## src/design/door_lock_controller_fsm_top_macros.svh

```systemverilog
// ============================================================================
// Door lock controller assertion macros
// Concurrent assertion shorthands. Synthesis builds see empty bodies.
// ============================================================================
`ifndef DOOR_LOCK_CONTROLLER_FSM_TOP_MACROS_SVH
`define DOOR_LOCK_CONTROLLER_FSM_TOP_MACROS_SVH

`ifndef SYNTHESIS

// Consequent must hold in the same cycle as the antecedent.
`define DLC_ASSERT_SAME(label, ante, cons) \
    label: assert property (@(posedge clk) disable iff (!rst_n) (ante) |-> (cons)) \
        else $error("door lock controller: same-cycle check failed");

// Consequent must hold in the cycle after the antecedent.
`define DLC_ASSERT_NEXT(label, ante, cons) \
    label: assert property (@(posedge clk) disable iff (!rst_n) (ante) |=> (cons)) \
        else $error("door lock controller: next-cycle check failed");

`else

`define DLC_ASSERT_SAME(label, ante, cons)
`define DLC_ASSERT_NEXT(label, ante, cons)

`endif

`endif

```

## src/design/dlc_pkg.sv

```systemverilog
// ============================================================================
// Door lock controller package
// Codes, widths, reset values and the controller state record.
// ============================================================================
package dlc_pkg;

    localparam int STATE_W = 4;
    localparam int CMD_W   = 4;
    localparam int PHASE_W = 2;
    localparam int DELAY_W = 16;
    localparam int MODE_W  = 3;
    localparam int ACT_W   = 2;
    localparam int FAIL_W  = 3;

    // Controller states
    localparam logic [STATE_W-1:0] ST_INIT      = 4'd0;
    localparam logic [STATE_W-1:0] ST_OPENED    = 4'd1;
    localparam logic [STATE_W-1:0] ST_CLOSED    = 4'd2;
    localparam logic [STATE_W-1:0] ST_OPENING   = 4'd3;
    localparam logic [STATE_W-1:0] ST_CLOSING   = 4'd4;
    localparam logic [STATE_W-1:0] ST_WANT      = 4'd5;
    localparam logic [STATE_W-1:0] ST_RETRY     = 4'd6;
    localparam logic [STATE_W-1:0] ST_CALIB     = 4'd7;
    localparam logic [STATE_W-1:0] ST_WARN      = 4'd8;
    localparam logic [STATE_W-1:0] ST_FATAL     = 4'd9;
    localparam logic [STATE_W-1:0] ST_MAN_OPEN  = 4'd10;
    localparam logic [STATE_W-1:0] ST_MAN_CLOSE = 4'd11;

    // Motor commands
    localparam logic [CMD_W-1:0] CMD_NONE      = 4'd0;
    localparam logic [CMD_W-1:0] CMD_UNFREEZE  = 4'd1;
    localparam logic [CMD_W-1:0] CMD_CLOSE     = 4'd2;
    localparam logic [CMD_W-1:0] CMD_OPEN      = 4'd3;
    localparam logic [CMD_W-1:0] CMD_CAL_OPEN  = 4'd4;
    localparam logic [CMD_W-1:0] CMD_CAL_ABORT = 4'd5;
    localparam logic [CMD_W-1:0] CMD_CAL       = 4'd6;
    localparam logic [CMD_W-1:0] CMD_CAL_DONE  = 4'd7;
    localparam logic [CMD_W-1:0] CMD_REV_CLOSE = 4'd8;
    localparam logic [CMD_W-1:0] CMD_REV_OPEN  = 4'd9;
    localparam logic [CMD_W-1:0] CMD_MAN_OPEN  = 4'd10;
    localparam logic [CMD_W-1:0] CMD_MAN_CLOSE = 4'd11;
    localparam logic [CMD_W-1:0] CMD_MAN_END   = 4'd12;
    localparam logic [CMD_W-1:0] CMD_REVOKE    = 4'd13;
    localparam logic [CMD_W-1:0] CMD_FREEZE    = 4'd14;

    // Event kinds
    localparam logic [MODE_W-1:0] MODE_TICK  = 3'd0;
    localparam logic [MODE_W-1:0] MODE_OPEN  = 3'd1;
    localparam logic [MODE_W-1:0] MODE_CLOSE = 3'd2;
    localparam logic [MODE_W-1:0] MODE_DOOR  = 3'd3;
    localparam logic [MODE_W-1:0] MODE_LOCK  = 3'd4;
    localparam logic [MODE_W-1:0] MODE_MOTOR = 3'd5;

    // Button and switch actions
    localparam logic [ACT_W-1:0] ACT_SHORT    = 2'd0;
    localparam logic [ACT_W-1:0] ACT_LONG     = 2'd1;
    localparam logic [ACT_W-1:0] ACT_SUPER    = 2'd2;
    localparam logic [ACT_W-1:0] ACT_RELEASED = 2'd3;

    // Motor results
    localparam logic [FAIL_W-1:0] FAIL_NONE        = 3'd0;
    localparam logic [FAIL_W-1:0] FAIL_CALIB       = 3'd1;
    localparam logic [FAIL_W-1:0] FAIL_DRIVER      = 3'd2;
    localparam logic [FAIL_W-1:0] FAIL_HALL_SILENT = 3'd3;
    localparam logic [FAIL_W-1:0] FAIL_STEP_LOSS   = 3'd4;
    localparam logic [FAIL_W-1:0] FAIL_MOVED       = 3'd5;
    localparam logic [FAIL_W-1:0] FAIL_HALL_BACK   = 3'd6;

    // Sub-phases; calibration uses all four, retry the first two
    localparam logic [PHASE_W-1:0] PH_START       = 2'd0;
    localparam logic [PHASE_W-1:0] PH_OPEN_RUN    = 2'd1;
    localparam logic [PHASE_W-1:0] PH_SETTLE      = 2'd2;
    localparam logic [PHASE_W-1:0] PH_CLOSE_RUN   = 2'd3;
    localparam logic [PHASE_W-1:0] PH_RETRY_WAIT  = 2'd0;
    localparam logic [PHASE_W-1:0] PH_RETRY_DELAY = 2'd1;

    // Configuration register indexes (paddr bit 2) and reset values in ticks
    localparam logic REG_RETRY_DELAY = 1'b0;
    localparam logic REG_SETTLE      = 1'b1;
    localparam logic [DELAY_W-1:0] RETRY_DELAY_RESET = 16'd1000;
    localparam logic [DELAY_W-1:0] SETTLE_RESET      = 16'd50;

    typedef struct packed {
        logic [STATE_W-1:0] state;
        logic [PHASE_W-1:0] phase;
        logic               calibrated;
        logic [DELAY_W-1:0] delay;
    } ctrl_t;

endpackage

```

## src/design/dlc_step_logic.sv

```systemverilog
// ============================================================================
// Door lock controller step logic
// Next controller state and motor command for one event.
// ============================================================================
module dlc_step_logic
    import dlc_pkg::*;
(
    input  ctrl_t              cur,
    input  logic [MODE_W-1:0]  mode,
    input  logic [ACT_W-1:0]   action,
    input  logic [FAIL_W-1:0]  failure,
    input  logic               door_pressed,
    input  logic               lock_pressed,
    input  logic [DELAY_W-1:0] retry_delay_ticks,
    input  logic [DELAY_W-1:0] settle_ticks,
    output ctrl_t              nxt,
    output logic [CMD_W-1:0]   motor_command
);

    // Enter a new state: sub-phase and delay start over
    function automatic ctrl_t enter(input ctrl_t c, input logic [STATE_W-1:0] s);
        ctrl_t r;
        r       = c;
        r.state = s;
        r.phase = PH_START;
        r.delay = '0;
        return r;
    endfunction

    logic [DELAY_W-1:0] delay_dec;
    logic               delay_done;
    logic               short_or_long;
    ctrl_t              close_nxt;
    logic [CMD_W-1:0]   close_cmd;

    always_comb
    begin
        delay_dec     = (cur.delay != '0) ? (cur.delay - 1'b1) : '0;
        delay_done    = (delay_dec == '0);
        short_or_long = (action == ACT_SHORT) || (action == ACT_LONG);

        // Start closing; an uncalibrated lock calibrates first
        close_nxt = cur.calibrated ? enter(cur, ST_CLOSING) : enter(cur, ST_CALIB);
        close_cmd = cur.calibrated ? CMD_CLOSE : CMD_NONE;

        nxt           = cur;
        motor_command = CMD_NONE;

        unique case (mode)
            MODE_TICK:
            begin
                unique case (cur.state)
                    ST_INIT:
                    begin
                        nxt = enter(cur, door_pressed ? ST_CALIB : ST_OPENED);
                        motor_command = CMD_UNFREEZE;
                    end
                    ST_WANT:
                    begin
                        if (door_pressed)
                        begin
                            nxt           = close_nxt;
                            motor_command = close_cmd;
                        end
                    end
                    ST_RETRY:
                    begin
                        if (cur.phase == PH_RETRY_DELAY)
                        begin
                            nxt.delay = delay_dec;
                            if (delay_done)
                                nxt = enter(cur, ST_WANT);
                        end
                    end
                    ST_CALIB:
                    begin
                        unique case (cur.phase)
                            PH_START:
                            begin
                                if (!lock_pressed)
                                begin
                                    nxt.phase     = PH_OPEN_RUN;
                                    motor_command = CMD_CAL_OPEN;
                                end
                                else
                                begin
                                    nxt.phase     = PH_CLOSE_RUN;
                                    motor_command = CMD_CAL;
                                end
                            end
                            PH_OPEN_RUN:
                            begin
                                if (lock_pressed)
                                begin
                                    nxt.phase     = PH_SETTLE;
                                    nxt.delay     = settle_ticks;
                                    motor_command = CMD_CAL_ABORT;
                                end
                            end
                            PH_SETTLE:
                            begin
                                nxt.delay = delay_dec;
                                if (delay_done)
                                begin
                                    nxt.phase     = PH_CLOSE_RUN;
                                    motor_command = CMD_CAL;
                                end
                            end
                            default:
                            begin
                                if (!lock_pressed)
                                begin
                                    nxt            = enter(cur, ST_CLOSED);
                                    nxt.calibrated = 1'b1;
                                    motor_command  = CMD_CAL_DONE;
                                end
                            end
                        endcase
                    end
                    ST_FATAL:
                        motor_command = CMD_FREEZE;
                    default:
                        ;
                endcase
            end

            MODE_OPEN:
            begin
                if (action == ACT_SHORT && cur.state == ST_FATAL)
                    nxt = enter(cur, ST_INIT);
                else if (short_or_long)
                begin
                    unique case (cur.state) inside
                        ST_CLOSED, ST_WARN:
                        begin
                            nxt           = enter(cur, ST_OPENING);
                            motor_command = CMD_OPEN;
                        end
                        ST_CLOSING:
                        begin
                            nxt           = enter(cur, ST_OPENING);
                            motor_command = CMD_REV_CLOSE;
                        end
                        ST_WANT:
                            nxt = enter(cur, ST_OPENED);
                        default:
                            ;
                    endcase
                end
                else if (action == ACT_SUPER && cur.state == ST_FATAL)
                begin
                    nxt           = enter(cur, ST_MAN_OPEN);
                    motor_command = CMD_MAN_OPEN;
                end
                else if (action == ACT_RELEASED && cur.state == ST_MAN_OPEN)
                begin
                    nxt           = enter(cur, ST_FATAL);
                    motor_command = CMD_MAN_END;
                end
            end

            MODE_CLOSE:
            begin
                if (action == ACT_SHORT && cur.state == ST_FATAL)
                    nxt = enter(cur, ST_INIT);
                else if (short_or_long)
                begin
                    unique case (cur.state)
                        ST_OPENED:
                        begin
                            if (door_pressed)
                            begin
                                nxt           = close_nxt;
                                motor_command = close_cmd;
                            end
                            else
                                nxt = enter(cur, ST_WANT);
                        end
                        ST_WARN:
                        begin
                            if (door_pressed)
                            begin
                                nxt           = enter(cur, ST_CLOSING);
                                motor_command = CMD_CLOSE;
                            end
                            else
                                nxt = enter(cur, ST_WANT);
                        end
                        ST_OPENING:
                        begin
                            nxt           = enter(cur, ST_CLOSING);
                            motor_command = CMD_REV_OPEN;
                        end
                        default:
                            ;
                    endcase
                end
                else if (action == ACT_SUPER && cur.state == ST_FATAL)
                begin
                    nxt           = enter(cur, ST_MAN_CLOSE);
                    motor_command = CMD_MAN_CLOSE;
                end
                else if (action == ACT_RELEASED && cur.state == ST_MAN_CLOSE)
                begin
                    nxt           = enter(cur, ST_FATAL);
                    motor_command = CMD_MAN_END;
                end
            end

            MODE_DOOR:
            begin
                if (action == ACT_LONG && cur.state == ST_WANT)
                begin
                    nxt           = close_nxt;
                    motor_command = close_cmd;
                end
                else if (action == ACT_RELEASED && cur.state == ST_CLOSING)
                begin
                    nxt           = enter(cur, ST_RETRY);
                    motor_command = CMD_REV_CLOSE;
                end
            end

            MODE_LOCK:
            begin
                if (cur.state == ST_CALIB)
                begin
                    if (action == ACT_RELEASED && cur.phase == PH_CLOSE_RUN)
                    begin
                        nxt            = enter(cur, ST_CLOSED);
                        nxt.calibrated = 1'b1;
                        motor_command  = CMD_CAL_DONE;
                    end
                    else if (short_or_long && cur.phase == PH_OPEN_RUN)
                    begin
                        nxt.phase     = PH_SETTLE;
                        nxt.delay     = settle_ticks;
                        motor_command = CMD_CAL_ABORT;
                    end
                end
            end

            MODE_MOTOR:
            begin
                case (failure) inside
                    FAIL_NONE:
                    begin
                        if (cur.state == ST_OPENING)
                            nxt = enter(cur, ST_OPENED);
                        else if (cur.state == ST_CLOSING)
                            nxt = enter(cur, ST_CLOSED);
                        else if (cur.state == ST_RETRY && cur.phase == PH_RETRY_WAIT)
                        begin
                            nxt.phase = PH_RETRY_DELAY;
                            nxt.delay = retry_delay_ticks;
                        end
                        else if (cur.state == ST_FATAL)
                            nxt = enter(cur, ST_INIT);
                    end
                    FAIL_CALIB, FAIL_DRIVER:
                    begin
                        nxt           = enter(cur, ST_FATAL);
                        motor_command = CMD_REVOKE;
                    end
                    FAIL_HALL_SILENT:
                    begin
                        if (cur.state != ST_OPENING && cur.state != ST_CLOSING)
                            nxt = enter(cur, ST_WARN);
                    end
                    FAIL_STEP_LOSS, FAIL_MOVED:
                        nxt = enter(cur, ST_WARN);
                    FAIL_HALL_BACK:
                        nxt = enter(cur, ST_INIT);
                    default:
                        ;
                endcase
            end

            default:
                ;
        endcase
    end

endmodule

```

## src/design/door_lock_controller_fsm_top.sv

```systemverilog
// ============================================================================
// Door lock controller top level
// Event-driven motorized lock controller with APB configuration.
// ============================================================================
// One event word per cycle unless the result side stalls: the event register
// feeds the step logic, and the controller state and result register update
// at the same edge, so the state loop (controller register -> step logic ->
// controller register) is the path that sets the rate. An accepted event
// waits in the event register until the result register is free; its result
// word then shows on the result port. Each event word yields exactly one
// result word: the motor command, the controller state after the event, and
// the calibrated flag. Delays (retry_delay_ticks, settle_ticks) count tick
// events, not clock cycles; a delay of N ends on tick max(N, 1) after it loads.
// Write the configuration registers only while no event is in flight.
// ============================================================================
`include "door_lock_controller_fsm_top_macros.svh"

module door_lock_controller_fsm_top
    import dlc_pkg::*;
(
    input  logic               clk,
    input  logic               rst_n,

    // Event channel
    input  logic               event_valid,
    output logic               event_ready,
    input  logic [MODE_W-1:0]  mode,
    input  logic [ACT_W-1:0]   action,
    input  logic [FAIL_W-1:0]  failure,
    input  logic               door_pressed,
    input  logic               lock_pressed,

    // Result channel
    output logic               result_valid,
    input  logic               result_ready,
    output logic [CMD_W-1:0]   motor_command,
    output logic [STATE_W-1:0] lock_state,
    output logic               calibrated,

    // Configuration port
    input  logic               psel,
    input  logic               penable,
    input  logic               pwrite,
    input  logic [2:0]         paddr,
    input  logic [31:0]        pwdata,
    output logic [31:0]        prdata,
    output logic               pready
);

    // ------------------------------------------------------------------
    // Configuration registers
    // ------------------------------------------------------------------
    logic [DELAY_W-1:0] retry_delay_reg;
    logic [DELAY_W-1:0] settle_reg;
    logic               cfg_write;

    // Decode on address bit 2 only; the low bits select nothing
    assign cfg_write = psel && penable && pwrite;
    assign pready    = 1'b1;

    always_comb
    begin
        unique case (paddr[2])
            REG_RETRY_DELAY: prdata = {16'b0, retry_delay_reg};
            REG_SETTLE:      prdata = {16'b0, settle_reg};
            default:         prdata = '0;
        endcase
    end

    always_ff @(posedge clk or negedge rst_n)
    begin
        if (!rst_n)
        begin
            retry_delay_reg <= RETRY_DELAY_RESET;
            settle_reg      <= SETTLE_RESET;
        end
        else if (cfg_write)
        begin
            if (paddr[2] == REG_RETRY_DELAY)
                retry_delay_reg <= pwdata[DELAY_W-1:0];
            else
                settle_reg <= pwdata[DELAY_W-1:0];
        end
    end

    // ------------------------------------------------------------------
    // Handshake: event register and result register, each one word deep
    // ------------------------------------------------------------------
    logic               ev_valid_reg;
    logic               ev_valid_next;
    logic               result_valid_reg;
    logic               result_valid_next;
    logic               advance;

    logic [MODE_W-1:0]  mode_reg;
    logic [ACT_W-1:0]   action_reg;
    logic [FAIL_W-1:0]  failure_reg;
    logic               door_reg;
    logic               lock_reg;

    // Advance the held event into the result register when that slot frees up
    assign advance     = ev_valid_reg && (!result_valid_reg || result_ready);
    // Take a new word whenever the event register empties this cycle
    assign event_ready = !ev_valid_reg || advance;

    always_comb
    begin
        if (event_valid && event_ready)
            ev_valid_next = 1'b1;
        else if (advance)
            ev_valid_next = 1'b0;
        else
            ev_valid_next = ev_valid_reg;

        if (advance)
            result_valid_next = 1'b1;
        else if (result_ready)
            result_valid_next = 1'b0;
        else
            result_valid_next = result_valid_reg;
    end

    // ------------------------------------------------------------------
    // Controller state and step logic
    // ------------------------------------------------------------------
    ctrl_t              ctrl_reg;
    ctrl_t              ctrl_next;
    logic [CMD_W-1:0]   cmd_next;
    logic [CMD_W-1:0]   cmd_reg;
    logic [STATE_W-1:0] state_out_reg;
    logic               calib_out_reg;

    dlc_step_logic u_step (
        .cur               (ctrl_reg),
        .mode              (mode_reg),
        .action            (action_reg),
        .failure           (failure_reg),
        .door_pressed      (door_reg),
        .lock_pressed      (lock_reg),
        .retry_delay_ticks (retry_delay_reg),
        .settle_ticks      (settle_reg),
        .nxt               (ctrl_next),
        .motor_command     (cmd_next)
    );

    always_ff @(posedge clk or negedge rst_n)
    begin
        if (!rst_n)
        begin
            ev_valid_reg     <= 1'b0;
            result_valid_reg <= 1'b0;
            ctrl_reg         <= '{state: ST_INIT, phase: PH_START,
                                  calibrated: 1'b0, delay: '0};
        end
        else
        begin
            ev_valid_reg     <= ev_valid_next;
            result_valid_reg <= result_valid_next;
            // Commit the state only when its event moves on to the result side
            if (advance)
                ctrl_reg <= ctrl_next;
        end
    end

    // Payload: hold the event word until it advances, hold the result until taken
    always_ff @(posedge clk)
    begin
        if (event_valid && event_ready)
        begin
            mode_reg    <= mode;
            action_reg  <= action;
            failure_reg <= failure;
            door_reg    <= door_pressed;
            lock_reg    <= lock_pressed;
        end
        if (advance)
        begin
            cmd_reg       <= cmd_next;
            state_out_reg <= ctrl_next.state;
            calib_out_reg <= ctrl_next.calibrated;
        end
    end

    assign result_valid  = result_valid_reg;
    assign motor_command = cmd_reg;
    assign lock_state    = state_out_reg;
    assign calibrated    = calib_out_reg;

    // ------------------------------------------------------------------
    // Assertions
    // ------------------------------------------------------------------
    `DLC_ASSERT_NEXT(a_calib_sticky, ctrl_reg.calibrated, ctrl_reg.calibrated)
    `DLC_ASSERT_SAME(a_stall_blocks, ev_valid_reg && result_valid_reg && !result_ready, !event_ready)
    `DLC_ASSERT_SAME(a_result_tracks_state, result_valid_reg, lock_state == ctrl_reg.state && calibrated == ctrl_reg.calibrated)
    `DLC_ASSERT_SAME(a_delay_idle, ctrl_reg.state != ST_RETRY && ctrl_reg.state != ST_CALIB, ctrl_reg.delay == '0)

endmodule

```

## config.mk

```make
export PLATFORM = sky130hd
export DESIGN_NAME = door_lock_controller_fsm_top
export DESIGN_NICKNAME = d
export VERILOG_FILES = /design/src/design/dlc_pkg.sv /design/src/design/dlc_step_logic.sv /design/src/design/door_lock_controller_fsm_top.sv
export VERILOG_INCLUDE_DIRS = /design/src /design/src/design
export SDC_FILE = /design/constraint.sdc
export NUM_CORES = 1
export LEC_CHECK = 0
export ABC_AREA = 1
export BUFFER_PORTS_ARGS = -buffer_cell sky130_fd_sc_hd__buf_2
export CAP_MARGIN = 15
export CORE_UTILIZATION = 57
export CTS_CLUSTER_DIAMETER = 60
export CTS_CLUSTER_SIZE = 16
export DETAILED_ROUTE_END_ITERATION = 16
export GPL_TIMING_DRIVEN = 0
export PLACE_DENSITY_LB_ADDON = 0.15
export SKIP_LAST_GASP = 1
export SLEW_MARGIN = 40
export SYNTH_ARGS = -nofsm -noshare
export SYNTH_HDL_FRONTEND = slang
export SYNTH_SLANG_ARGS = --single-unit
```

## constraint.sdc

```tcl
create_clock -name clk -period 2.5 [get_ports clk]
set_input_delay 0.5 -clock clk [delete_from_list [all_inputs] [get_ports clk]]
set_output_delay 0.5 -clock clk [all_outputs]
set_load 0.02 [all_outputs]
```

==> results.toml, run 1 <==
[drt]
detail_route.iter0.violations = 657
drcViolationCount = 0
routed_wirelength_um = 16610
firstDrtPassIters = 6
ant_nets = 0
wl_per_cell_um = 15.97
vias_per_cell = 5.728
num_vias = 5957

[global_routing]
antenna_found_initial = 0
grt_usage_pct = 33.76
overflow = 0
grt_pass1_vias = 5263
grt_max_degree = 58
grt_pass1_wl_um = 26160

[logic_synthesis]
synth-seq-area-share_pct = 36.98
ys_top_cells_by_count = "nand2_1, inv_1, o21ai_0"
synth-edff-count = 19
syn_area_per_cell_sq_um = 6.737
synth.area.top_cells = "dfrtp_1, nand2_1, edfxtp_1"
syn-instance-count = 806
yosysMostFrequentCell = "nand2_1"
synthArstFlopShare_pct = 75.00
yosysWarnings = 0
synth_area_leader_cell = "dfrtp_1"
netlist_area_sq_um = 5430
synth.top_cell.area_share_pct = 22.12
ys_ff_latch = 76
synth_cell_type_count = 43
ys.flop_type = "dfrtp_1"

[final_layout]
instances_no_fill = 1040
diodes = 0
fin_nets = 965
largest_register_ffs = 23
area_growth_pct = 19.70
drive_gt1_share_pct = 20.75
fillerInstances = 791

[setup_path]
cp_slowest_cell = "dfrtp_1"
crit_required_ns = 2.78
crit_type = "reg -> reg"
cpPeakStageDelay_ns = 0.49
worstReg2RegStart = "ctrl_reg[22]"
crit_fanout = 7
worstSetupEndpointType = "register"
worstPathCellList = "nor2_2 -> nand2_1 -> nand3_2 -> nor2_1 -> a31oi_2 -> o2111ai_2 -> nor3b_4 -> buf_4 -> buf_2 -> o21ai_1 -> o21ai_0"
cp_top_family = "simple AND/OR/NAND/NOR gates"
r2r_end = "ctrl_reg[1]"
rrSetupSlack_ns = 0.07
startpoint_type = "register"
rr_worst_depth = 11
worst_ep_arrival_time_ns = 2.71
path_buf_inv = 2

[worst_hold_path]
min_path_type = "in -> async"

[clocking]
htreeDepth = 3
postCtsHoldBufs = 0
clock-root-buffer = "clkbuf_8"
cts_tree = "done"
numCtsBuffers = 9
clock_path_buffers = 2
clock-sinks = 76
clk_pin_slew_ns = 0.10
clk_latency_ns = 0.37

[floorplan]
die_x_um = 99.61
io-pin-count = 96
fp.dieArea_sq_um = 9921
die_height_um = 99.61
core_sq_um = 9240
rows = 35
initial_core_util_pct = 58.77

[timing]
period_needed_ns = 2.434
clock.fmax_mhz = 410.8
hold_viol_final = 0
fin_skew_ns = 0.01596
finalCritPeriodShare_pct = 97.36
worst_slew_pin_slew_ns = 0.7384
maxSlewViolCount = 0
setup_viol = 0
hold-worst-slack_ns = 0.1574
slew_headroom_pct = 50.77
grt_setup_unrepaired = "true"

[placement]
port_buffers = 60
place_hpwl_um = 12430
dp.cells = 1010
gp_congestion = 0.9738

[power]
internal-power_mw = 2.424
leakagePower_nw = 3.256
pwr-share-seq_pct = 38.7
p_per_area_nw_per_um2 = 642.2
power_frac_comb_pct = 37.3
vdd_drop_max_mv = 0.6092
swShare_pct = 41.93
power.net_switching_mw = 1.750
clockPowerShare_pct = 24.0

[job]
cap_violations = 0

[outcome]
status = "complete, no violations"
-- cells by family after synthesis --
family                     share of synthesized area, %
other                                            0.1383
DFF                                               36.98
and+or+nand+nor                                   27.44
buffers and inverters                             14.01
AOI/OAI and AO/OA                                 19.82
adders and majority gates                         1.613
-- how the worst max path moves through the flow --
stage | start | end | depth (start not counted)
floorplan | ctrl_reg[18] | ctrl_reg[10] | 12
global placement | ctrl_reg[18] | ctrl_reg[7] | 13
detailed placement | ctrl_reg[18] | ctrl_reg[7] | 13
CTS | ctrl_reg[20] | ctrl_reg[7] | 13
global route | ctrl_reg[21] | ctrl_reg[8] | 13
finish | ctrl_reg[22] | ctrl_reg[1] | 11
-- metrics by stage --
stage / total power [mW] / TNS, ns / instance area, sq um / util, % / worst slack, ns
6_report: 4.174 / 0 / 6500 / 70.35 / 0.06592
5_1_grt: 4.394 / -0.5874 / 6500 / 70.35 / -0.05556
4_1_cts: 3.975 / 0 / 6162 / 66.69 / 0.005282
3_5_place_dp: 2.988 / -1.579 / 5951 / 64.40 / -0.1476
3_3_place_gp: 2.961 / -0.6192 / 5948 / 64.37 / -0.08984
2_1_floorplan: 2.565 / 0 / 5487 / - / 0.4569
-- placed cells by master, fill, tap and decap left out, types with 10 or more instances in the layout --
cell type	n
nor3_1	10
buf_2	61
dfrtp_1	45
edfxtp_1	19
nor2_2	13
clkbuf_1	10
nand4_1	12
nand2_1	185
a21oi_1	12
nand2_2	10
nor2_1	47
buf_4	33
nand3_1	47
o21ai_1	15
o21ai_0	106
inv_1	130
conb_1	17
o22ai_1	24
-- routing by layer --
layer	track usage [%]	vias up	part of all wire, %
met1	50.43	2747	44
li1	-	2829	-
met4	9.163	0	2.1
met5	0	-	0
met2	50.75	342	44
met3	5.411	39	9.8
-- power groups by stage --
stage                     clock, mW  combinational (mW)  sequential (mW)
final                          1.00                1.56             1.62
after global routing           1.05                1.70             1.64
after CTS                      1.00                1.36             1.61
after detailed placement          0                1.35             1.63
after global placement            0                1.34             1.63
after floorplan                   0               0.928             1.64
-- cell type report --
class	count	area (sq um)	area share, %
multi-input combinational	564	2913	44.81
sequential	76	2012	30.95
inverter	140	539.3	8.296
timing repair buffer	74	405.4	6.237
buffer	41	264.0	4.062
tap	129	161.4	2.483
clock buffer	10	148.9	2.291
clock inverter	6	56.30	0.8662
-- repair_timing --
item | CTS | global route
pin swaps | 0 | 5
resized for setup | 3 | 76
cloned | 0 | 1
endpoints found under the hold margin | 0 | 0
setup endpoints to repair | 22 | 24
setup buffers | 0 | 13
Power figures use the tool's default switching activity.
==> inputs of run 2 (changes only) <==
--- a/config.mk
+++ b/config.mk
@@ -9,7 +9,7 @@
 export ABC_AREA = 1
 export BUFFER_PORTS_ARGS = -buffer_cell sky130_fd_sc_hd__buf_2
 export CAP_MARGIN = 15
-export CORE_UTILIZATION = 57
+export CORE_UTILIZATION = 52
 export CTS_CLUSTER_DIAMETER = 60
 export CTS_CLUSTER_SIZE = 16
 export DETAILED_ROUTE_END_ITERATION = 16
==> constraint.sdc (replaced) <==
create_clock -name clk -period 2.15 [get_ports clk]
set_input_delay 0.43 -clock clk [delete_from_list [all_inputs] [get_ports clk]]
set_output_delay 0.43 -clock clk [all_outputs]
set_load 0.02 [all_outputs]
==> run 2 against run 1 <==
Compared with the run above:
- the flow now finishes with violations (setup timing)
- sequential cell count is the same
- worst hold slack gained 0.078 ns
- critical endpoint is now ctrl_reg[4]
- final cell count grew 2.9%
- first-iteration DRC count shrank 22%
- count of clock-buffer cells in the layout is the same
- cell area grew 9.0%
- critical path depth grew 1
- critical path type unchanged
- clock skew shrank 0.0010 ns
- via count grew 5.6%
- largest cell class unchanged
==> results.toml, run 2 (synthesis results as in run 1) <==
[drt]
wl_per_cell_um = 16.83
vias_per_cell = 5.879
firstDrtPassIters = 5
num_vias = 6291
detail_route.iter0.violations = 515
routed_wirelength_um = 18000
drcViolationCount = 0
ant_nets = 0

[clocking]
cts_tree = "done"
clock-root-buffer = "clkbuf_8"
htreeDepth = 3
clock-sinks = 76
clk_latency_ns = 0.37
clk_pin_slew_ns = 0.09
clock_path_buffers = 2
numCtsBuffers = 9

[placement]
placed_area_sq_um = 5956
port_buffers = 60
gp_congestion = 0.9917
place_hpwl_um = 12750
pre_cts_ws_ns = -0.4793

[setup_path]
crit_required_ns = 2.44
cp_top_family = "simple AND/OR/NAND/NOR gates"
cp_slowest_cell = "dfrtp_1"
worstPathCellList = "buf_4 -> nor2_4 -> nand2_4 -> nand3_2 -> nor2_1 -> a31oi_2 -> o2111ai_2 -> nor3b_4 -> buf_6 -> buf_6 -> o21ai_2 -> o21ai_1"
worst_path_most_repeated_cell = "buf_6"
worstReg2RegStart = "ctrl_reg[21]"
worstSetupEndpointType = "register"
crit_type = "reg -> reg"
crit_fanout = 7
cpPeakStageDelay_ns = 0.40
worst_ep_arrival_time_ns = 2.57
rrSetupSlack_ns = -0.13
startpoint_type = "register"
path_buf_inv = 3
cp-startpoint = "ctrl_reg[21]"

[power]
p_per_area_nw_per_um2 = 738.9
vdd_drop_max_mv = 0.5510
power_mw = 5.236
leakagePower_nw = 3.515

[outcome]
violations = "setup timing"
status = "finished, violations left"

[timing]
clock.fmax_mhz = 438.2
finalCritPeriodShare_pct = 106.1
maxSlewViolCount = 0
hold-worst-slack_ns = 0.2350
setup_viol = 24
period_needed_ns = 2.282
grt_setup_unrepaired = "true"
hold_viol_final = 0
fin_skew_ns = 0.01494
setup_ws_ns = -0.1319

[floorplan]
core_sq_um = 9955
fp.dieArea_sq_um = 10860
rows = 36
die_height_um = 104.2
die_x_um = 104.2
initial_core_util_pct = 54.55
io-pin-count = 96

[final_layout]
final_util_pct = 71.19
final_common_cell = "nand2_1"
area_growth_pct = 30.51
fin_nets = 991
stdcell_area_sq_um = 7087
diodes = 0
drive_gt1_share_pct = 29.46
mostFrequentLayoutCells = "nand2_1, inv_1, o21ai_0"
largest_register_ffs = 23

[global_routing]
antenna_found_initial = 0
grt_usage_pct = 33.09
grt_pass1_vias = 5797
grt_max_degree = 58
grt_pass1_wl_um = 28630
overflow = 0

[worst_hold_path]
min_path_type = "in -> reg"
hp-start = "failure[0]"

[job]
cap_violations = 0
[run 2: per-stage QoR]
stage	cells	TNS, ns
after global placement	1014	-7.837
final	1070	-2.186
after floorplan	821	0
after detailed placement	1014	-8.666
after global routing	1070	-4.609
after CTS	1063	-0.06515
[run 2: worst paths after layout]
check,end,cells after the start
max,ctrl_reg[4],12
min,failure_reg[0],1
max reg2reg,ctrl_reg[4],12
min reg2reg,retry_delay_reg[2],2
max in group asynchronous,retry_delay_reg[3],3
min in group asynchronous,ctrl_reg[18],2
[run 2: layout make-up]
class | count | area, sq um
Tap cell | 133 | 166.4
Buffer | 41 | 279.0
Clock inverter | 6 | 46.29
Fill cell | 826 | 2868
Sequential cell | 76 | 2012
Clock buffer | 10 | 131.4
Multi-Input combinational cell | 564 | 3251
Inverter | 140 | 546.8
Timing Repair Buffer | 100 | 654.4
[run 2: metal layers]
metal  routed length (um)  vias up  GRT usage, %
li1                     -     2888             -
met2                 8006      410         51.38
met5                    0        -             0
met4                  379        0         10.71
met3                 1678       50         4.261
met1                 7940     2943         47.75
[run 2: worst register-to-register path: cells and delay by family (launching register included)]
kind,cells,cell delay [ns]
flip-flops,1,0.40
AO/OA/AOI/OAI,4,0.64
buffers and inverters,3,0.46
AND/OR/NAND/NOR,5,0.73
[run 2: power by group]
part	internal, mW	total, mW	switching, mW	leakage (nW)
Sequential	1.72	1.88	0.158	0.906
Clock	0.444	1.06	0.620	0.0950
Combinational	0.826	2.29	1.46	2.51
Total	2.99	5.24	2.24	3.51
[run 2: repair_timing]
item / 4_1_cts / 5_1_grt
buffers inserted: 30 / 5
hold buffers: 0 / 1
pin swaps: 27 / 23
hold endpoints to repair: 0 / 15
resized for setup: 139 / 55
gates cloned: 3 / 0
setup endpoints to repair: 25 / 25
==> inputs of run 3 (changes only) <==
--- a/config.mk
+++ b/config.mk
@@ -14,7 +14,7 @@
 export CTS_CLUSTER_SIZE = 16
 export DETAILED_ROUTE_END_ITERATION = 16
 export GPL_TIMING_DRIVEN = 0
-export PLACE_DENSITY_LB_ADDON = 0.15
+export PLACE_DENSITY = 0.78
 export SKIP_LAST_GASP = 1
 export SLEW_MARGIN = 40
 export SYNTH_ARGS = -nofsm -noshare
==> run 3 against run 2 <==
Compared with the run above:
- the flow still finishes with violations (setup timing)
- final cell count is 1.5% higher
- sequential power hardly changed
- die area stayed put
- sequential cell count stayed put
- routed wire length is 2.4% higher
- worst hold slack hardly changed
- count of clock-buffer cells in the layout stayed put
- cell area is 3.5% higher
- largest power group unchanged
- critical endpoint is now ctrl_reg[14]
==> results.toml, run 3 (synthesis results as in run 1) <==
[outcome]
status = "finished, violations left"
violations = "setup timing"

[setup_path]
rr_worst_depth = 10
crit_required_ns = 2.45
worstSetupEndpointType = "register"
r2r_end = "ctrl_reg[14]"
critPathCapture = "ctrl_reg[14]"
startpoint_type = "register"
rrSetupSlack_ns = -0.21
cp-startpoint = "ctrl_reg[22]"
crit_fanout = 8
worst_ep_arrival_time_ns = 2.67
crit_type = "reg -> reg"
worstReg2RegStart = "ctrl_reg[22]"

[power]
power_frac_comb_pct = 43.8
swShare_pct = 42.48
pwr-share-seq_pct = 34.2
clockPowerShare_pct = 22.1
vdd_drop_max_mv = 0.5996
leakagePower_nw = 3.582
internal-power_mw = 3.170
p_per_area_nw_per_um2 = 751.3
power.net_switching_mw = 2.341

[clocking]
numCtsBuffers = 9
clk_pin_slew_ns = 0.09
clock_path_buffers = 2
clock-sinks = 76
cts_tree = "done"
clk_latency_ns = 0.37
htreeDepth = 3
clock-root-buffer = "clkbuf_8"

[global_routing]
grt_pass1_vias = 5569
grt_usage_pct = 31.91
overflow = 0
antenna_found_initial = 0
grt_pass1_wl_um = 27630
grt_max_degree = 58

[timing]
fin_skew_ns = 0.01409
finalCritPeriodShare_pct = 109.9
setup_ws_ns = -0.2128
hold_viol_final = 0
maxSlewViolCount = 0
grt_setup_unrepaired = "true"
period_needed_ns = 2.363
setup_viol = 23
clock.fmax_mhz = 423.2

[floorplan]
die_x_um = 104.2
core_sq_um = 9955
die_height_um = 104.2
initial_core_util_pct = 54.55
io-pin-count = 96
rows = 36
fp.dieArea_sq_um = 10860

[final_layout]
diodes = 0
largest_register_ffs = 23
area_growth_pct = 35.09
instances_no_fill = 1086
mostFrequentLayoutCells = "nand2_1, inv_1, o21ai_0"
fin_nets = 1007
stdcell_area_sq_um = 7336
drive_gt1_share_pct = 31.58
final_common_cell = "nand2_1"

[job]
cap_violations = 0

[placement]
place_hpwl_um = 11760
gp_congestion = 0.9506
dp.cells = 1014
placed_area_sq_um = 5956
port_buffers = 60
pre_cts_ws_ns = -0.4832

[worst_hold_path]
min_path_type = "in -> reg"

[drt]
ant_nets = 0
num_vias = 6369
detail_route.iter0.violations = 675
drcViolationCount = 0
firstDrtPassIters = 6
vias_per_cell = 5.865
wl_per_cell_um = 16.97
routed_wirelength_um = 18430
==> run 3: metrics by stage <==
step	hold slack [ns]	setup TNS (ns)	utilization (%)	power (mW)
global placement	0.4668	-8.051	59.80	3.449
global route	0.2195	-3.765	73.69	5.741
floorplan	0.1344	0	-	2.982
CTS	0.1410	-0.1398	67.76	4.966
detailed placement	0.4742	-8.219	59.83	3.451
finish	0.2346	-1.663	73.69	5.512
==> run 3: critical path, cell delays in order (launching register included) <==
cell	delay, ns
dfrtp_2	0.48
nor2_4	0.16
buf_12	0.17
nand2_8	0.09
nor2_1	0.24
inv_1	0.21
o21ai_0	0.30
nand4_1	0.25
a21oi_2	0.25
o21ai_4	0.07
o21ai_1	0.07
==> run 3: repair_timing <==
| item | CTS | global route |
|---|---|---|
| setup endpoints to repair | 25 | 25 |
| resized for setup | 110 | 113 |
| hold buffers | 0 | 1 |
| pin swaps | 24 | 28 |
| setup buffers | 28 | 24 |
| endpoints found under the hold margin | 0 | 16 |
| cloned | 3 | 0 |
==> run 3: final cells by class <==
| class | count | area, sq um |
|---|---|---|
| Buffer | 41 | 287.8 |
| Multi-Input combinational cell | 564 | 3337 |
| Clock buffer | 10 | 137.6 |
| Sequential cell | 76 | 2018 |
| Clock inverter | 6 | 70.07 |
| Timing Repair Buffer | 116 | 762.0 |
| Inverter | 140 | 556.8 |
| Tap cell | 133 | 166.4 |
| Fill cell | 731 | 2619 |
==> run 3: power by group through the flow <==
stage | combinational [mW] | clock (mW) | sequential (mW)
2_1_floorplan | 1.08 | 0 | 1.90
6_report | 2.41 | 1.22 | 1.88
3_3_place_gp | 1.55 | 0 | 1.89
4_1_cts | 1.88 | 1.21 | 1.87
5_1_grt | 2.57 | 1.27 | 1.90
3_5_place_dp | 1.55 | 0 | 1.90
==> run 3: worst min path at each step <==
stage               depth (start not counted)                 from             endpoint
CTS                                         1                rst_n         ctrl_reg[11]
global route                                1           failure[0]       failure_reg[0]
floorplan                                   0                rst_n          ctrl_reg[0]
finish                                      1              mode[1]          mode_reg[1]
detailed placement                          2  retry_delay_reg[13]  retry_delay_reg[13]
global placement                            2   retry_delay_reg[0]   retry_delay_reg[0]
==> run 3: metal layers <==
| layer | GRT usage (%) | wire length (um) | up-vias |
|---|---|---|---|
| met1 | 45.59 | 7316 | 2863 |
| met2 | 48.38 | 8230 | 487 |
| met4 | 12.76 | 823 | 0 |
| met5 | 0 | 0 | - |
| met3 | 4.887 | 2061 | 112 |
| li1 | - | - | 2907 |
